**src/rtl/core/rqwt_pkg.sv**
```systemverilog
// ----------------------------------------------------------------------------
// Read quality window trimmer package
// Field widths, register codes, character constants and shared types.
// ----------------------------------------------------------------------------
package rqwt_pkg;

    localparam int BASE_W     = 8;
    localparam int QCHAR_W    = 7;
    localparam int SCORE_W    = 7;
    localparam int SCORE_MAX  = 94;
    localparam int CFG_Q_W    = 7;
    localparam int CFG_L_W    = 17;
    localparam int CFG_DATA_W = 17;
    localparam int CFG_ADDR_W = 2;
    localparam int QT_W       = 23;
    localparam int UT_W       = 17;
    localparam int OUT_W      = 17;
    localparam int S_TDATA_W  = 16;
    localparam int M_TDATA_W  = 56;

    localparam logic [BASE_W-1:0]  BASE_UNKNOWN = 8'd78;
    localparam logic [QCHAR_W-1:0] QUAL_OFFSET  = 7'd33;

    localparam logic [CFG_L_W-1:0] RST_MAX_N_BASES   = 17'd0;
    localparam logic [CFG_Q_W-1:0] RST_MIN_AVG_QUAL  = 7'd25;
    localparam logic [CFG_Q_W-1:0] RST_MIN_WIN_QUAL  = 7'd25;
    localparam logic [CFG_L_W-1:0] RST_MIN_TRIM_LEN  = 17'd35;

    typedef enum logic [CFG_ADDR_W-1:0] {
        REG_MAX_N_BASES       = 2'd0,
        REG_MIN_AVERAGE_QUAL  = 2'd1,
        REG_MIN_WINDOW_QUAL   = 2'd2,
        REG_MIN_TRIMMED_LEN   = 2'd3
    } rqwt_reg_e_t;

    typedef struct packed {
        logic            cut_done;
        logic [QT_W-1:0] quality_total;
        logic [UT_W-1:0] unknown_total;
    } rqwt_totals_t;

endpackage

```
**src/rtl/core/rqwt_cell.sv**
```systemverilog
// ----------------------------------------------------------------------------
// Delay line cell
// Holds one base score and its unknown flag; passes them on when shifted.
// ----------------------------------------------------------------------------
module rqwt_cell (
    input  logic                        aclk,
    input  logic                        shift_en,
    input  logic [rqwt_pkg::SCORE_W-1:0] in_q,
    input  logic                        in_n,
    output logic [rqwt_pkg::SCORE_W-1:0] out_q,
    output logic                        out_n
);
    import rqwt_pkg::*;

    logic [SCORE_W-1:0] q_reg;
    logic               n_reg;

    always_ff @(posedge aclk) begin
        if (shift_en) begin
            q_reg <= in_q;
            n_reg <= in_n;
        end
    end

    assign out_q = q_reg;
    assign out_n = n_reg;

endmodule

```
**src/rtl/core/rqwt_verdict.sv**
```systemverilog
// ----------------------------------------------------------------------------
// Read verdict pipeline
// Closes the totals of a finished read, applies the three filters and holds
// the verdict beat in an output register.
// ----------------------------------------------------------------------------
module rqwt_verdict #(
    parameter int WSUM_W = 9,
    parameter int WCNT_W = 3,
    parameter int POS_W  = 17
) (
    input  logic                          aclk,
    input  logic                          aresetn,
    input  logic                          in_valid,
    output logic                          in_ready,
    input  rqwt_pkg::rqwt_totals_t        in_tot,
    input  logic [WSUM_W-1:0]             in_wsum,
    input  logic [WCNT_W-1:0]             in_wcnt,
    input  logic [POS_W-1:0]              in_len,
    input  logic [POS_W-1:0]              in_cutpos,
    input  logic [rqwt_pkg::CFG_L_W-1:0]  max_n_bases,
    input  logic [rqwt_pkg::CFG_Q_W-1:0]  min_avg_qual,
    input  logic [rqwt_pkg::CFG_L_W-1:0]  min_trim_len,
    output logic                          out_valid,
    input  logic                          out_ready,
    output logic                          out_keep,
    output logic [rqwt_pkg::OUT_W-1:0]    out_trimmed,
    output logic [rqwt_pkg::OUT_W-1:0]    out_len,
    output logic [rqwt_pkg::OUT_W-1:0]    out_unknown
);
    import rqwt_pkg::*;

    localparam int PROD_W = CFG_Q_W + POS_W;
    localparam int CQ_W   = (PROD_W > QT_W) ? PROD_W : QT_W;
    localparam int CL_W   = (POS_W > CFG_L_W) ? POS_W : CFG_L_W;

    // stage A: captured read summary
    logic               va_reg;
    rqwt_totals_t       tot_a_reg;
    logic [WSUM_W-1:0]  wsum_a_reg;
    logic [WCNT_W-1:0]  wcnt_a_reg;
    logic [POS_W-1:0]   len_a_reg;
    logic [POS_W-1:0]   cutpos_a_reg;

    // stage B: closed totals
    logic               vb_reg;
    logic [QT_W-1:0]    qt_b_reg;
    logic [UT_W-1:0]    ut_b_reg;
    logic [POS_W-1:0]   trim_b_reg;
    logic [POS_W-1:0]   len_b_reg;
    logic [PROD_W-1:0]  prod_b_reg;

    // output register
    logic               vo_reg;
    logic               keep_o_reg;
    logic [OUT_W-1:0]   trim_o_reg;
    logic [OUT_W-1:0]   len_o_reg;
    logic [OUT_W-1:0]   unk_o_reg;

    logic               adv_o;
    logic               adv_b;
    logic [QT_W:0]      qt_sum;
    logic [UT_W:0]      ut_sum;
    logic [QT_W-1:0]    qt_b_next;
    logic [UT_W-1:0]    ut_b_next;
    logic [POS_W-1:0]   trim_b_next;
    logic [PROD_W-1:0]  prod_b_next;
    logic               keep_o_next;

    assign adv_o    = !vo_reg || out_ready;
    assign adv_b    = !vb_reg || adv_o;
    assign in_ready = !va_reg || adv_b;

    always_comb begin
        qt_sum = {1'b0, tot_a_reg.quality_total} + (QT_W+1)'(wsum_a_reg);
        ut_sum = {1'b0, tot_a_reg.unknown_total} + (UT_W+1)'(wcnt_a_reg);
        if (tot_a_reg.cut_done) begin
            qt_b_next   = tot_a_reg.quality_total;
            ut_b_next   = tot_a_reg.unknown_total;
            trim_b_next = cutpos_a_reg;
        end else begin
            qt_b_next   = qt_sum[QT_W] ? '1 : qt_sum[QT_W-1:0];
            ut_b_next   = ut_sum[UT_W] ? '1 : ut_sum[UT_W-1:0];
            trim_b_next = len_a_reg;
        end
        prod_b_next = PROD_W'(min_avg_qual) * PROD_W'(len_a_reg);
    end

    always_comb begin
        keep_o_next = (len_b_reg != '0)
            && (ut_b_reg <= max_n_bases)
            && (CQ_W'(qt_b_reg) >= CQ_W'(prod_b_reg))
            && (CL_W'(trim_b_reg) >= CL_W'(min_trim_len));
    end

    always_ff @(posedge aclk) begin
        if (!aresetn) begin
            va_reg <= 1'b0;
            vb_reg <= 1'b0;
            vo_reg <= 1'b0;
        end else begin
            if (in_ready) begin
                va_reg <= in_valid;
            end
            if (adv_b) begin
                vb_reg <= va_reg;
            end
            if (adv_o) begin
                vo_reg <= vb_reg;
            end
        end
    end

    always_ff @(posedge aclk) begin
        if (in_ready) begin
            tot_a_reg    <= in_tot;
            wsum_a_reg   <= in_wsum;
            wcnt_a_reg   <= in_wcnt;
            len_a_reg    <= in_len;
            cutpos_a_reg <= in_cutpos;
        end
        if (adv_b) begin
            qt_b_reg   <= qt_b_next;
            ut_b_reg   <= ut_b_next;
            trim_b_reg <= trim_b_next;
            len_b_reg  <= len_a_reg;
            prod_b_reg <= prod_b_next;
        end
        if (adv_o) begin
            keep_o_reg <= keep_o_next;
            trim_o_reg <= OUT_W'(trim_b_reg);
            len_o_reg  <= OUT_W'(len_b_reg);
            unk_o_reg  <= OUT_W'(ut_b_reg);
        end
    end

    assign out_valid   = vo_reg;
    assign out_keep    = keep_o_reg;
    assign out_trimmed = trim_o_reg;
    assign out_len     = len_o_reg;
    assign out_unknown = unk_o_reg;

endmodule

```
**src/rtl/core/read_quality_window_trimmer.sv**
```systemverilog
// ----------------------------------------------------------------------------
// Read quality window trimmer
// Sliding-window quality trimming of sequencer reads with a keep/discard
// verdict per read.
//
//   channel   dir   beat contents
//   s_        in    one base and its quality; tlast on the final base
//   m_        out   one verdict per read, issued after the tlast beat
//   cfg_      in    register write, index and data
//
// One base per cycle while s_tready is high, back to back across read boundaries.
// A verdict passes from its tlast beat through the summary register, the totals and
// product register, then filter compare into the output register.
// Reset is synchronous and clears control state and registers to defaults.
// s_tready drops only while all three verdict stages hold and m_tready is low.
// ----------------------------------------------------------------------------
module read_quality_window_trimmer #(
    parameter int WINDOW   = 5,
    parameter int MAX_READ = 65536
) (
    input  logic                               aclk,
    input  logic                               aresetn,
    input  logic                               s_tvalid,
    output logic                               s_tready,
    // base_char [7:0], quality_char [14:8]
    input  logic [rqwt_pkg::S_TDATA_W-1:0]     s_tdata,
    input  logic                               s_tlast,
    output logic                               m_tvalid,
    input  logic                               m_tready,
    // trimmed_length [16:0], read_length [33:17], unknown_count [50:34]
    output logic [rqwt_pkg::M_TDATA_W-1:0]     m_tdata,
    // keep_read [0]
    output logic                               m_tuser,
    input  logic                               cfg_wr_en,
    input  logic [rqwt_pkg::CFG_ADDR_W-1:0]    cfg_addr,
    input  logic [rqwt_pkg::CFG_DATA_W-1:0]    cfg_wdata
);
    import rqwt_pkg::*;

    localparam int POS_W  = $clog2(MAX_READ + 1);
    localparam int WSUM_W = $clog2(WINDOW * SCORE_MAX + 1);
    localparam int WCNT_W = $clog2(WINDOW + 1);
    localparam int THR_W  = $clog2((2**CFG_Q_W - 1) * WINDOW + 1);
    localparam int CMP_W  = (THR_W > WSUM_W) ? THR_W : WSUM_W;

    logic [CFG_L_W-1:0] max_n_reg;
    logic [CFG_Q_W-1:0] min_avg_reg;
    logic [CFG_Q_W-1:0] min_win_reg;
    logic [CFG_L_W-1:0] min_trim_reg;

    logic [POS_W-1:0]   pos_reg,    pos_next;
    logic [QT_W-1:0]    qt_reg,     qt_next;
    logic [UT_W-1:0]    ut_reg,     ut_next;
    logic [WSUM_W-1:0]  wsum_reg,   wsum_next;
    logic [WCNT_W-1:0]  wcnt_reg,   wcnt_next;
    logic               cut_reg,    cut_next;
    logic [POS_W-1:0]   cutpos_reg, cutpos_next;

    logic [POS_W-1:0]   step_pos;
    logic [QT_W-1:0]    step_qt;
    logic [UT_W-1:0]    step_ut;
    logic [WSUM_W-1:0]  step_wsum;
    logic [WCNT_W-1:0]  step_wcnt;
    logic               step_cut;
    logic [POS_W-1:0]   step_cutpos;

    logic [BASE_W-1:0]  base_char;
    logic [QCHAR_W-1:0] quality_char;
    logic [SCORE_W-1:0] score;
    logic               is_unknown;
    logic               beat;
    logic               in_range;
    logic               active;
    logic               full;
    logic               low_window;
    logic               retire;
    logic               cut_now;
    logic               push;
    logic [THR_W-1:0]   threshold;
    logic [QT_W:0]      qt_add;
    logic [UT_W:0]      ut_add;

    logic [SCORE_W-1:0] cell_q [WINDOW];
    logic               cell_n [WINDOW];

    rqwt_totals_t       sum_tot;
    logic               verdict_in_ready;
    logic               v_keep;
    logic [OUT_W-1:0]   v_trimmed;
    logic [OUT_W-1:0]   v_len;
    logic [OUT_W-1:0]   v_unknown;

    // configuration registers
    always_ff @(posedge aclk) begin
        if (!aresetn) begin
            max_n_reg    <= RST_MAX_N_BASES;
            min_avg_reg  <= RST_MIN_AVG_QUAL;
            min_win_reg  <= RST_MIN_WIN_QUAL;
            min_trim_reg <= RST_MIN_TRIM_LEN;
        end else if (cfg_wr_en) begin
            case (rqwt_reg_e_t'(cfg_addr))
                REG_MAX_N_BASES:      max_n_reg    <= cfg_wdata[CFG_L_W-1:0];
                REG_MIN_AVERAGE_QUAL: min_avg_reg  <= cfg_wdata[CFG_Q_W-1:0];
                REG_MIN_WINDOW_QUAL:  min_win_reg  <= cfg_wdata[CFG_Q_W-1:0];
                REG_MIN_TRIMMED_LEN:  min_trim_reg <= cfg_wdata[CFG_L_W-1:0];
                default: ;
            endcase
        end
    end

    assign base_char    = s_tdata[BASE_W-1:0];
    assign quality_char = s_tdata[BASE_W +: QCHAR_W];
    assign score        = (quality_char >= QUAL_OFFSET) ? (quality_char - QUAL_OFFSET) : '0;
    assign is_unknown   = (base_char == BASE_UNKNOWN);

    assign s_tready   = verdict_in_ready;
    assign beat       = s_tvalid && s_tready;
    assign in_range   = (pos_reg < POS_W'(MAX_READ));
    assign active     = beat && in_range && !cut_reg;
    assign full       = (pos_reg >= POS_W'(WINDOW));
    assign threshold  = THR_W'(min_win_reg) * THR_W'(WINDOW);
    assign low_window = (CMP_W'(wsum_reg) < CMP_W'(threshold));
    assign retire     = active && full;
    assign cut_now    = retire && low_window;
    assign push       = active && !cut_now;

    // delay line
    generate
        for (genvar k = 0; k < WINDOW; k++) begin : g_cell
            if (k == 0) begin : g_head
                rqwt_cell u_cell (
                    .aclk     (aclk),
                    .shift_en (push),
                    .in_q     (score),
                    .in_n     (is_unknown),
                    .out_q    (cell_q[k]),
                    .out_n    (cell_n[k])
                );
            end else begin : g_body
                rqwt_cell u_cell (
                    .aclk     (aclk),
                    .shift_en (push),
                    .in_q     (cell_q[k-1]),
                    .in_n     (cell_n[k-1]),
                    .out_q    (cell_q[k]),
                    .out_n    (cell_n[k])
                );
            end
        end
    endgenerate

    // per-base step
    always_comb begin
        qt_add      = {1'b0, qt_reg} + (QT_W+1)'(cell_q[WINDOW-1]);
        ut_add      = {1'b0, ut_reg} + (UT_W+1)'(cell_n[WINDOW-1]);
        step_pos    = pos_reg;
        step_qt     = qt_reg;
        step_ut     = ut_reg;
        step_wsum   = wsum_reg;
        step_wcnt   = wcnt_reg;
        step_cut    = cut_reg;
        step_cutpos = cutpos_reg;
        if (retire) begin
            step_qt = qt_add[QT_W] ? '1 : qt_add[QT_W-1:0];
            step_ut = ut_add[UT_W] ? '1 : ut_add[UT_W-1:0];
        end
        if (cut_now) begin
            step_cut    = 1'b1;
            step_cutpos = pos_reg - POS_W'(WINDOW);
        end
        if (push) begin
            step_wsum = wsum_reg - (retire ? WSUM_W'(cell_q[WINDOW-1]) : '0)
                        + WSUM_W'(score);
            step_wcnt = wcnt_reg - (retire ? WCNT_W'(cell_n[WINDOW-1]) : '0)
                        + WCNT_W'(is_unknown);
        end
        if (beat && in_range) begin
            step_pos = pos_reg + POS_W'(1);
        end
    end

    // clear the read after its final beat
    always_comb begin
        if (beat && s_tlast) begin
            pos_next    = '0;
            qt_next     = '0;
            ut_next     = '0;
            wsum_next   = '0;
            wcnt_next   = '0;
            cut_next    = 1'b0;
            cutpos_next = '0;
        end else begin
            pos_next    = step_pos;
            qt_next     = step_qt;
            ut_next     = step_ut;
            wsum_next   = step_wsum;
            wcnt_next   = step_wcnt;
            cut_next    = step_cut;
            cutpos_next = step_cutpos;
        end
    end

    always_ff @(posedge aclk) begin
        if (!aresetn) begin
            pos_reg    <= '0;
            qt_reg     <= '0;
            ut_reg     <= '0;
            wsum_reg   <= '0;
            wcnt_reg   <= '0;
            cut_reg    <= 1'b0;
            cutpos_reg <= '0;
        end else begin
            pos_reg    <= pos_next;
            qt_reg     <= qt_next;
            ut_reg     <= ut_next;
            wsum_reg   <= wsum_next;
            wcnt_reg   <= wcnt_next;
            cut_reg    <= cut_next;
            cutpos_reg <= cutpos_next;
        end
    end

    assign sum_tot.cut_done      = step_cut;
    assign sum_tot.quality_total = step_qt;
    assign sum_tot.unknown_total = step_ut;

    rqwt_verdict #(
        .WSUM_W (WSUM_W),
        .WCNT_W (WCNT_W),
        .POS_W  (POS_W)
    ) u_verdict (
        .aclk         (aclk),
        .aresetn      (aresetn),
        .in_valid     (beat && s_tlast),
        .in_ready     (verdict_in_ready),
        .in_tot       (sum_tot),
        .in_wsum      (step_wsum),
        .in_wcnt      (step_wcnt),
        .in_len       (step_pos),
        .in_cutpos    (step_cutpos),
        .max_n_bases  (max_n_reg),
        .min_avg_qual (min_avg_reg),
        .min_trim_len (min_trim_reg),
        .out_valid    (m_tvalid),
        .out_ready    (m_tready),
        .out_keep     (v_keep),
        .out_trimmed  (v_trimmed),
        .out_len      (v_len),
        .out_unknown  (v_unknown)
    );

    assign m_tuser = v_keep;
    assign m_tdata = {{(M_TDATA_W - 3*OUT_W){1'b0}}, v_unknown, v_len, v_trimmed};

endmodule

```
**config.mk**
```make
export PLATFORM = sky130hd
export DESIGN_NAME = read_quality_window_trimmer
export DESIGN_NICKNAME = d
export VERILOG_FILES = /design/src/rtl/core/rqwt_pkg.sv /design/src/rtl/core/rqwt_cell.sv /design/src/rtl/core/rqwt_verdict.sv /design/src/rtl/core/read_quality_window_trimmer.sv
export SDC_FILE = /design/constraint.sdc
export NUM_CORES = 1
export LEC_CHECK = 0
export BUFFER_PORTS_ARGS = -buffer_cell sky130_fd_sc_hd__buf_2
export CORE_ASPECT_RATIO = 0.8
export CORE_UTILIZATION = 55
export CTS_CLUSTER_DIAMETER = 60
export DETAILED_ROUTE_END_ITERATION = 12
export GPL_ROUTABILITY_DRIVEN = 1
export GPL_TIMING_DRIVEN = 0
export PLACE_DENSITY_LB_ADDON = 0.05
export SLEW_MARGIN = 20
export SYNTH_ARGS = -nofsm -noshare
export SYNTH_HDL_FRONTEND = slang
export SYNTH_SLANG_ARGS = --single-unit
```
**constraint.sdc**
```tcl
create_clock -name aclk -period 5.3 [get_ports aclk]
set_clock_uncertainty 0.15 [all_clocks]
set_input_delay 0.795 -clock aclk [delete_from_list [all_inputs] [get_ports aclk]]
set_output_delay 0.795 -clock aclk [all_outputs]
set_load 0.01 [all_outputs]
```
Yosys cells after proc, flatten, opt, wreduce, memory -nomap -nowiden. Cells that the tools add are included.

Output and inout port bits: 59. Flip-flop bits (word level): 415. Input bits: 41. Logic and storage cells: 107.

Reductions and logical operators: 25. Muxes and demuxes: 17. Eq/ne operators: 4. Multiply operators: 2. Order comparisons: 7. Bitwise gates (word level): 1. Add/sub/neg operators: 11.

Operators with widths (number): 17-bit two-way mux (7); 23-bit two-way mux (4); 23-bit by 7-bit adder with 24-bit output (1); 23-bit by 9-bit adder with 24-bit output (1); 23-bit by 24-bit >= comparator with 1-bit output (1); 7-bit by 17-bit multiplier with 24-bit output (1); 17-bit by 1-bit adder with 18-bit output (1); 17-bit by 3-bit adder with 18-bit output (1); 17-bit by 1-bit adder with 17-bit output (second input constant) (1); 17-bit >= comparator (1); 17-bit by 3-bit >= comparator with 1-bit output (second input constant) (1); 17-bit <= comparator (1); 17-bit less-than comparator (second input constant) (1); 17-bit nonzero test (1); 17-bit by 3-bit subtractor with 17-bit output (second input constant) (1); 7-bit two-way mux (2); 1-bit logical AND (10); 9-bit by 10-bit less-than comparator with 1-bit output (1); 7-bit by 3-bit multiplier with 10-bit output (second input constant) (1); 9-bit by 7-bit adder with 9-bit output (1); 9-bit two-way mux (1); 9-bit by 7-bit subtractor with 9-bit output (1); 8-bit by 7-bit equality test with 1-bit output (second input constant) (1); 2-bit AND reduction (4); 13 further kinds (21).

Depth between registers and ports, before layout. Gate-level depths: netlist of run 1.

Word-level depth: 12. Gate-level depth with buffers: 17. Gate-level depth less buffers: 17.

Cells and area by module. A second synthesis of run 1 with hierarchy kept.

Cell total of the unflattened synthesis: 2151. Area total of the unflattened synthesis: 23381.2 um^2.

By module, submodules not included: rqwt_verdict (instances 1, cells each 1163, area an instance 14308.7 um^2); read_quality_window_trimmer (instances 1, cells each 948, area an instance 7871.3 um^2); rqwt_cell (instances 5, cells each 8, area an instance 240.2 um^2).

Least setup slack after synthesis of run 1. OpenSTA, ideal clock, no wires.

Kind: reg2reg. Start: reg min_avg_reg[6]. End: reg u_verdict.prod_b_reg[22] (data pin). Arrival: 4.890 ns. Stages on the path, launching flop included: 18. Setup slack: 0.001 ns. Path through: dfxtp_1 clkbuf_1 nand2_1 fa_1 fa_1 inv_1 fa_1 inv_1 fa_1 inv_1 ha_1 a21oi_1 o221ai_1 a2111oi_0 a21oi_1 nor3_1 o21ai_0 xnor2_1.

Cells in the longest elaborated chain, start to end: 1.

Ends and longest elaborated chain: start: declaration (RTL line read_quality_window_trimmer.sv:47) `logic [CFG_Q_W-1:0] min_avg_reg;`; start signal: assignment (RTL line read_quality_window_trimmer.sv:103) `REG_MIN_AVERAGE_QUAL: min_avg_reg <= cfg_wdata[CFG_Q_W-1:0];`; 7-bit by 17-bit multiplier with 24-bit output (RTL line rqwt_verdict.sv:85) `prod_b_next = PROD_W'(min_avg_qual) * PROD_W'(len_a_reg);`; via u_verdict.prod_b_next[22] (RTL line rqwt_verdict.sv:66) `logic [PROD_W-1:0] prod_b_next;`; end signal: assignment (RTL line rqwt_verdict.sv:126) `prod_b_reg <= prod_b_next;`; end: declaration (RTL line rqwt_verdict.sv:50) `logic [PROD_W-1:0] prod_b_reg;`.

The timed path passes the listed nets, and every way through them passes these cells. A chain may end at the register's enable or synchronous reset.

Worst setup path in the final report of run 1.
Start: reg min_avg_reg[6]. End: reg u_verdict.prod_b_reg[23] (data pin).

Same word-level chain as after synthesis.

==> results of run 1 <==
[layout make-up]
| class | instances | area share [%] |
|---|---|---|
| clock inverter | 26 | 1.27 |
| clock buffer | 54 | 4.50 |
| timing repair buffer | 124 | 2.90 |
| sequential | 415 | 42.8 |
| inverter | 208 | 3.02 |
| tap | 544 | 2.62 |
| buffer | 60 | 1.19 |
| multi-input combinational | 1384 | 41.7 |
| antenna | 1 | 0.00964 |
[metal layers]
metal / vias to the layer above / share of wire, % / global-route usage [%]
met2: 306 / 46 / 38.7
met5: - / 0 / 0
li1: 7488 / - / -
met4: 0 / 2.2 / 5.76
met1: 7228 / 48 / 33.7
met3: 76 / 3.7 / 2.95
[final timing paths]
path                                              start                                    endpoint  slack, ps
max reg2reg                 min_avg_reg[6]$_SDFFE_PN0P_          u_verdict.prod_b_reg[23]$_DFFE_PP_        180
max                         min_avg_reg[6]$_SDFFE_PN0P_          u_verdict.prod_b_reg[23]$_DFFE_PP_        180
min reg2reg  g_cell[3].g_body.u_cell.out_q[3]$_DFFE_PP_  g_cell[4].g_body.u_cell.out_q[3]$_DFFE_PP_        270
min          g_cell[3].g_body.u_cell.out_q[3]$_DFFE_PP_  g_cell[4].g_body.u_cell.out_q[3]$_DFFE_PP_        270
[critical path, delay by kind of cell (launching register included)]
kind / cells / cell delay (ps)
and+or+nand+nor: 2 / 280
AOI/OAI and AO/OA: 4 / 930
buffers and inverters: 5 / 420
DFF: 1 / 390
xor gates and xnor gates: 1 / 140
adders and majority gates: 5 / 2550
[what timing repair did]
item	4_1_cts	5_1_grt
pin swaps	2	14
setup endpoints to repair	12	12
buffers inserted	10	19
resized for setup	28	38
hold endpoints to repair	0	0
[cells by family (layout without fill, tap and decap cells)]
family                     Yosys count  after routing
and+or+nand+nor                    690            690
DFF                                415            415
AOI/OAI and AO/OA                  303            303
buffers and inverters              269            472
adders and majority gates          240            240
xor gates and xnor gates            93             93
muxes                               53             53
other                                1              6
[layout by cell type (no fill, tap or decap), types with 46 or more instances in the layout]
cell type and count:
edfxtp_1 277, inv_1 204, nand2_1 201, and2_1 173, ha_1 150, dfxtp_1 132, nor2_1 98, buf_2 96
a21oi_1 83, fa_1 83, xnor2_1 57, o21ai_0 50, clkbuf_1 46
[metrics by stage]
step	TNS (ps)	setup slack, ps
CTS	0	5.05
finish	0	184
global route	-14.1	-12.9
floorplan	0	0.683
detailed placement	-6950	-1030
global placement	-6550	-992
[where the power goes]
group | total, mW | switching, mW | internal, mW | leakage (nW)
logic | 0.827 | 0.461 | 0.366 | 6.40
clock network | 3.17 | 1.29 | 1.88 | 0.729
registers | 3.66 | 0.0758 | 3.58 | 4.40
total | 7.65 | 1.83 | 5.82 | 11.5
==> reports/qor.csv, run 1 <==
stage,metric,value,unit
run_status,run_status,finished clean,
clock_network,cts_sinks,415,
power_and_ir_drop,p_leak,11.5,nW
clock_network,cts.reportedPaths.clkPinSlew,60,ps
placed_design,place_area,24000,µm²
sta,fin_crit_sh,96.5,%
clock_network,root_buffer,clkbuf_16,
floorplan,initial_utilization,55.9,%
sta,tightest_slew,970,ps
logic_synthesis,synth_compound_area_share,8.78,%
logic_synthesis,yosysTopAreaCell,edfxtp_1,
finish,drive_above_1_share,14.1,%
route,routedWlPerCell,17.4,µm
sta,hold_slack,267,ps
sta,setup_viol,0,
global_route,track_usage,23.7,%
logic_synthesis,synth-edff-count,277,
logic_synthesis,synthMuxAreaShare,2.59,%
finish,largest_reg_flops,41,
worst_setup_path,crit_fanout,10,
finish,multi_input_area,10800,µm²
logic_synthesis,synthFlopType,edfxtp_1,
logic_synthesis,synth.avg_cell_area,11.0,µm²
logic_synthesis,synth_seq_cells,415,
min_path,hold_depth,0,
clock_network,cts_hold_buf,0,
placed_design,numPlacedInstances,2707,
floorplan,core,40700,µm²
worst_setup_path,slowest_delay,560,ps
logic_synthesis,synth_cells,2064,
logic_synthesis,yosys-top-cells-area,"edfxtp_1 37%, dfxtp_1 12%, ha_1 8.5%",
power_and_ir_drop,vdd_drop_max,0.228,mV
global_route,grt_antenna_before_repair,0,
floorplan,die_y,184,µm
clock_network,cts.path.max_buffers,3,
finish,instances_no_fill,2816,
route,antenna_left,0,
finish,fillCellCount,3250,
clock_network,cts_buffers,43,
logic_synthesis,synth_top_family_by_area,adder cells,
min_path,hp-class,flip-flop to flip-flop,
placed_design,dpl.hpwl,36400,µm
logic_synthesis,synthAdderAreaFrac,16.0,%
finish,finish.utilization,63.8,%
finish,final_area,26000,µm²
floorplan,dieArea,42200,µm²
sta,slew_headroom,35.3,%
placed_design,port_buffers,92,
worst_setup_path,arrival,5260,ps
sta,clock.fmax,0.195,GHz
route,avgViaCountPerCell,5.36,
floorplan,rows,66,
route,drc,0,
power_and_ir_drop,p_per_area,295,nW/µm²
finish,syn2layout_area_growth,14.1,%
clock_network,cts-htree-levels,2,
route,dr.pass1.iters,5,
global_route,grt_pass1_vias,14994,
logic_synthesis,yosys-top-cells-count,"277 x edfxtp_1, 207 x inv_1, 202 x nand2_1",
logic_synthesis,synth_warnings,0,
global_route,grt_pass1_wl,79200,µm
sta,rsz0062_at_grt,true,
worst_setup_path,worst_setup_path_start_kind,flip-flop,
logic_synthesis,synth_simple_gate_area_share,15.6,%
sta,drv_slew,0,
route,drt_iter0_drc,900,
worst_setup_path,end_kind,flip-flop,
worst_setup_path,critPathSlowestCell,fa_1,
logic_synthesis,yosysMostFrequentCell,edfxtp_1,
finish,seq_area,11100,µm²
worst_setup_path,r2r_cells,17,
worst_setup_path,worst-setup-path-type,flip-flop to flip-flop,
worst_setup_path,critPathRequiredTime,5440,ps
clock_network,cts_tree,built,
logic_synthesis,yosysUniqueCellTypes,79,
global_route,overflow,0,
finish,final_nets,2517,
worst_setup_path,cp_cell_sequence,buf_4 -> and2_1 -> fa_1 -> inv_1 -> fa_1 -> inv_1 -> fa_1 -> inv_1 -> fa_1 -> inv_1 -> ha_1 -> a21oi_1 -> o21ai_1 -> a2111oi_1 -> nor2_1 -> a211oi_2 -> xnor2_1,
global_route,grt_max_degree,59,
sta,hold_viol,0,
logic_synthesis,synth_async_sr_flop_share,0,%
logic_synthesis,synth_xor_area_share,3.58,%
floorplan,dieWidth,229,µm
placed_design,gp_congestion,0.869,
run,drv_cap,0,
route,via_count,15098,
logic_synthesis,yosys.area.top_type_share,36.6,%
floorplan,pin_count,100,
clock_network,clock_latency,560,ps
logic_synthesis,seq_area_frac_synth,48.7,%
sta,min_period,5120,ps
power_and_ir_drop,power,7.65,mW
logic_synthesis,synth_area,22800,µm²
route,routed_wl,49100,µm
No activity file was read; power rests on OpenSTA's default activity.
==> inputs of run 2 (changes only) <==
--- a/config.mk
+++ b/config.mk
@@ -8,6 +8,7 @@
 export BUFFER_PORTS_ARGS = -buffer_cell sky130_fd_sc_hd__buf_2
 export CORE_ASPECT_RATIO = 0.8
 export CORE_UTILIZATION = 55
+export CTS_BUF_LIST = sky130_fd_sc_hd__clkbuf_8
 export CTS_CLUSTER_DIAMETER = 60
 export DETAILED_ROUTE_END_ITERATION = 12
 export GPL_ROUTABILITY_DRIVEN = 1
==> run 2 against run 1 <==
Count of clock-buffer cells in the layout is 26 higher. Critical endpoint unchanged. Largest cell class unchanged. Largest power group unchanged. Via count grew 0.72%. Clock power is 11% lower.
==> reports/qor.csv, run 2 (synthesis gave the netlist of run 1 again) <==
stage,metric,value,unit
floorplan,initial_utilization,55.9,%
worst_setup_path,cp_cell_sequence,and2_1 -> fa_1 -> inv_1 -> fa_1 -> inv_1 -> fa_1 -> inv_1 -> fa_1 -> inv_1 -> ha_1 -> a21oi_1 -> o21ai_1 -> a2111oi_1 -> nor2_1 -> a211oi_2 -> xnor2_1,
sta,rsz0062_at_grt,true,
floorplan,pin_count,100,
global_route,grt_antenna_before_repair,0,
floorplan,dieWidth,229,µm
power_and_ir_drop,p_leak,11.6,nW
clock_network,cts_hold_buf,0,
global_route,grt_pass1_vias,15170,
clock_network,root_buffer,clkbuf_8,
worst_setup_path,worst_setup_path_start_kind,flip-flop,
clock_network,cts_buffers,67,
clock_network,cts_sinks,415,
route,antenna_left,0,
floorplan,dieArea,42200,µm²
clock_network,cts.reportedPaths.clkPinSlew,70,ps
worst_setup_path,crit_fanout,6,
finish,final_nets,2549,
worst_setup_path,worst-setup-path-type,flip-flop to flip-flop,
route,routedWlPerCell,17.2,µm
finish,largest_reg_flops,41,
clock_network,cts_tree,built,
run,drv_cap,0,
clock_network,clock_latency,610,ps
sta,hold_viol,0,
route,routed_wl,49200,µm
run_status,run_status,finished clean,
worst_setup_path,end_kind,flip-flop,
finish,antenna_cells,0,
worst_setup_path,critPathSlowestCell,fa_1,
worst_setup_path,cp_top_family,adder cells,
global_route,grt_max_degree,59,
global_route,overflow,0,
floorplan,rows,66,
route,via_count,15207,
finish,multi_input_area,10800,µm²
worst_setup_path,slowest_delay,560,ps
sta,drv_slew,0,
sta,hold_slack,262,ps
sta,tns,0,ps
worst_setup_path,critPathRequiredTime,5480,ps
sta,slew_headroom,34.8,%
global_route,grt_pass1_wl,78800,µm
clock_network,cts.path.max_buffers,3,
min_path,hold_depth,0,
route,drt_iter0_drc,926,
finish,drive_above_1_share,15.3,%
route,avgViaCountPerCell,5.30,
finish,seq_area,11100,µm²
global_route,track_usage,23.7,%
route,dr.pass1.iters,5,
sta,setup_viol,0,
floorplan,die_y,184,µm
min_path,hp-class,flip-flop to flip-flop,
sta,tightest_slew,977,ps
power_and_ir_drop,vdd_drop_max,0.195,mV
placed_design,port_buffers,92,
worst_setup_path,crit_cells,16,
placed_design,dpl.hpwl,36400,µm
worst_setup_path,path_buf_inv,4,
finish,most-common-layout-cells,"277 x edfxtp_1, 226 x inv_1, 200 x nand2_1, 174 x and2_1, 150 x ha_1",
placed_design,gp_congestion,0.869,
worst_setup_path,r2r_cells,16,
route,drc,0,
sta,min_period,5160,ps
finish,layout_commonest_cell,edfxtp_1,
sta,fin_crit_sh,97.3,%
finish,syn2layout_area_growth,13.8,%
power_and_ir_drop,p_per_area,282,nW/µm²
sta,clock.fmax,0.194,GHz
finish,fillCellCount,3297,
worst_setup_path,arrival,5330,ps
clock_network,cts-htree-levels,3,
floorplan,core,40700,µm²
run 2: area by class of cell:
| type | instances | area share [%] |
|---|---|---|
| Sequential cell | 415 | 42.9 |
| Multi-Input combinational cell | 1384 | 41.7 |
| Clock buffer | 80 | 4.25 |
| Timing Repair Buffer | 131 | 3.11 |
| Inverter | 208 | 3.02 |
| Tap cell | 544 | 2.63 |
| Buffer | 61 | 1.21 |
| Clock inverter | 44 | 1.18 |
run 2: per-stage QoR:
step           std cells  power [mW]  instance area [µm²]  worst slack, ps  util, %
3_5_place_dp        2707        4.53                24000            -1030     58.9
6_report            2867        7.31                25900              144     63.6
2_1_floorplan       2068        4.29                22800            0.683        -
3_3_place_gp        2704        4.50                23900             -992     58.7
5_1_grt             2867        7.64                25900            -48.8     63.6
4_1_cts             2839        7.38                25500             2.80     62.7
run 2: layer usage:
| metal | track usage, % | up-vias | share of wire [%] | wire length, µm |
|---|---|---|---|---|
| met4 | 7.01 | 0 | 2.1 | 1020 |
| met2 | 38.6 | 326 | 46 | 22700 |
| li1 | - | 7550 | - | - |
| met1 | 32.9 | 7249 | 47 | 23300 |
| met5 | 0 | - | 0 | 0 |
| met3 | 3.77 | 82 | 4.5 | 2190 |
run 2: path summary, 6_finish.rpt:
| kind | to | from | slack (ps) |
|---|---|---|---|
| max | u_verdict.prod_b_reg[23]$_DFFE_PP_ | u_verdict.len_a_reg[10]$_DFFE_PN_ | 140 |
| min | g_cell[4].g_body.u_cell.out_q[6]$_DFFE_PP_ | g_cell[3].g_body.u_cell.out_q[6]$_DFFE_PP_ | 260 |
| max reg2reg | u_verdict.prod_b_reg[23]$_DFFE_PP_ | u_verdict.len_a_reg[10]$_DFFE_PN_ | 140 |
| min reg2reg | g_cell[4].g_body.u_cell.out_q[6]$_DFFE_PP_ | g_cell[3].g_body.u_cell.out_q[6]$_DFFE_PP_ | 260 |
run 2: repair_timing:
action,CTS,global route
pin swaps,2,12
buffers inserted,8,28
hold endpoints to repair,0,0
gates resized for setup,26,37
setup endpoints to repair,12,12
run 2: where the power goes:
group | total (mW) | leakage, nW | switching, mW | internal [mW]
clock network | 2.83 | 0.803 | 1.28 | 1.54
logic | 0.830 | 6.43 | 0.463 | 0.367
registers | 3.66 | 4.40 | 0.0749 | 3.58
==> inputs of run 3 (changes only) <==
--- a/config.mk
+++ b/config.mk
@@ -5,12 +5,12 @@
 export SDC_FILE = /design/constraint.sdc
 export NUM_CORES = 1
 export LEC_CHECK = 0
-export BUFFER_PORTS_ARGS = -buffer_cell sky130_fd_sc_hd__buf_2
 export CORE_ASPECT_RATIO = 0.8
 export CORE_UTILIZATION = 55
 export CTS_BUF_LIST = sky130_fd_sc_hd__clkbuf_8
 export CTS_CLUSTER_DIAMETER = 60
 export DETAILED_ROUTE_END_ITERATION = 12
+export DONT_BUFFER_PORTS = 1
 export GPL_ROUTABILITY_DRIVEN = 1
 export GPL_TIMING_DRIVEN = 0
 export PLACE_DENSITY_LB_ADDON = 0.05
==> constraint.sdc (replaced) <==
create_clock -name aclk -period 6.65 [get_ports aclk]
set_clock_uncertainty 0.15 [all_clocks]
set_input_delay 0.9975 -clock aclk [delete_from_list [all_inputs] [get_ports aclk]]
set_output_delay 0.9975 -clock aclk [all_outputs]
set_load 0.01 [all_outputs]
==> run 3 against run 2 <==
Hold slack worse by 2.3 ps. Sequential power down 20%. Power down 21%. Largest power group unchanged. Global-route usage down 0.29 points. Critical path type unchanged. First-iteration DRC count down 13%.
==> reports/qor.csv, run 3 (synthesis gave the netlist of run 1 again) <==
stage,metric,value,unit
run_status,run_status,finished clean,
worst_setup_path,cp_cell_sequence,clkbuf_1 -> nand2_1 -> fa_1 -> fa_1 -> inv_1 -> fa_1 -> inv_1 -> fa_1 -> inv_1 -> ha_1 -> a21oi_1 -> o221ai_1 -> a2111oi_1 -> a21oi_1 -> nor3_1 -> o21ai_0 -> xnor2_1,
placed_design,gp_congestion,0.869,
sta,fin_ws,503,ps
placed_design,dpl.hpwl,35800,µm
route,antenna_left,0,
worst_setup_path,crit_fanout,10,
sta,rsz0062_at_grt,false,
floorplan,dieArea,42200,µm²
route,routedWlPerCell,17.5,µm
global_route,grt_pass1_wl,77100,µm
worst_setup_path,cp_common_cell,fa_1,
global_route,grt_max_degree,53,
sta,tightest_slew,1000,ps
worst_setup_path,end_kind,flip-flop,
route,dr.pass1.iters,5,
finish,most-common-layout-cells,"277 x edfxtp_1, 229 x inv_1, 201 x nand2_1, 175 x and2_1, 154 x ha_1",
power_and_ir_drop,vdd_drop_max,0.160,mV
route,drt_iter0_drc,808,
sta,drv_slew,0,
clock_network,cts-htree-levels,3,
clock_network,cts_hold_buf,0,
power_and_ir_drop,seq_power_share,50.8,%
clock_network,cts_buffers,68,
power_and_ir_drop,p_leak,10.9,nW
worst_setup_path,worst_setup_path_start_kind,flip-flop,
power_and_ir_drop,p_comb_share,10.7,%
floorplan,core,40700,µm²
placed_design,port_buffers,0,
route,drc,0,
floorplan,pin_count,100,
placed_design,numPlacedInstances,2615,
sta,fin_crit_sh,92.4,%
power_and_ir_drop,p_per_area,231,nW/µm²
power_and_ir_drop,p_switching,1.46,mW
floorplan,dieWidth,229,µm
sta,min_period,6150,ps
finish,drive_above_1_share,8.47,%
sta,hold_viol,0,
clock_network,cts_tree,built,
clock_network,clock_latency,670,ps
clock_network,cts.path.max_buffers,3,
route,via_count,14675,
power_and_ir_drop,switching_share,25.5,%
finish,final_nets,2422,
power_and_ir_drop,p_clk_share,38.6,%
worst_setup_path,critPathRequiredTime,6920,ps
worst_setup_path,arrival,6410,ps
clock_network,cts_sinks,415,
route,routed_wl,47800,µm
placed_design,place_ws,425,ps
global_route,grt_pass1_vias,14588,
clock_network,root_buffer,clkbuf_8,
global_route,track_usage,23.4,%
floorplan,initial_utilization,55.9,%
run,drv_cap,0,
sta,hold_slack,260,ps
clock_network,cts.reportedPaths.clkPinSlew,60,ps
power_and_ir_drop,p_int,4.29,mW
sta,tns,0,ps
min_path,hp-class,flip-flop to flip-flop,
floorplan,die_y,184,µm
route,avgViaCountPerCell,5.36,
worst_setup_path,cp_top_family,adder cells,
finish,fillCellCount,3380,
finish,final_area,24900,µm²
finish,layout_commonest_cell,edfxtp_1,
global_route,grt_antenna_before_repair,1,
worst_setup_path,worst-setup-path-type,flip-flop to flip-flop,
sta,setup_viol,0,
finish,instances_no_fill,2740,
global_route,overflow,0,
sta,slew_headroom,32.6,%
floorplan,rows,66,
worst_setup_path,critPathSlowestCell,a2111oi_1,
placed_design,place_area,23500,µm²
worst_setup_path,slowest_delay,700,ps
sta,clock.fmax,0.163,GHz
worst_setup_path,path_buf_inv,4,
finish,largest_reg_flops,41,
finish,syn2layout_area_growth,9.47,%
run 3: power by group through the flow:
stage                     logic, mW  clock network, mW  registers (mW)
after global placement        0.593                  0            2.97
after CTS                     0.617               2.28            2.92
after detailed placement      0.611                  0            2.97
after floorplan               0.474                  0            2.95
final                         0.613               2.22            2.92
after global routing          0.695               2.38            2.93
run 3: path summary, 6_finish.rpt:
kind         cells past startpoint                                         end                                       start  slack, ps
min                              0  g_cell[3].g_body.u_cell.out_q[4]$_DFFE_PP_  g_cell[2].g_body.u_cell.out_q[4]$_DFFE_PP_        260
min reg2reg                      0  g_cell[3].g_body.u_cell.out_q[4]$_DFFE_PP_  g_cell[2].g_body.u_cell.out_q[4]$_DFFE_PP_        260
max                             17          u_verdict.prod_b_reg[22]$_DFFE_PP_                 min_avg_reg[5]$_SDFFE_PN0P_        500
max reg2reg                     17          u_verdict.prod_b_reg[22]$_DFFE_PP_                 min_avg_reg[5]$_SDFFE_PN0P_        500
run 3: per-stage QoR:
step	power (mW)	util, %
2_1_floorplan	3.42	-
3_3_place_gp	3.57	57.6
3_5_place_dp	3.59	57.8
4_1_cts	5.82	61.2
5_1_grt	6.01	61.2
6_report	5.75	61.2
run 3: cell type report:
type / instances / area (µm²) / area share, %
flip-flops and latches: 415 / 11100 / 44.5
multi-input cells: 1384 / 10600 / 42.7
clock buffers: 77 / 1060 / 4.25
inverters: 208 / 786 / 3.15
well taps: 544 / 681 / 2.73
clock inverters: 47 / 305 / 1.23
plain buffers: 61 / 279 / 1.12
repair buffers: 3 / 75.1 / 0.301
diodes: 1 / 2.50 / 0.0100
run 3: metal layers:
metal / routed length, µm / GRT usage (%) / vias up
li1: - / - / 7282
met1: 23100 / 32.7 / 7002
met2: 21500 / 36.6 / 317
met3: 2070 / 4.73 / 74
met4: 1180 / 8.00 / 0
met5: 0 / 0 / -
run 3: what timing repair did:
| item | in CTS | in global routing |
|---|---|---|
| setup buffers | 0 | 0 |
| setup endpoints to repair | 0 | 1 |
| resized for setup | 0 | 1 |
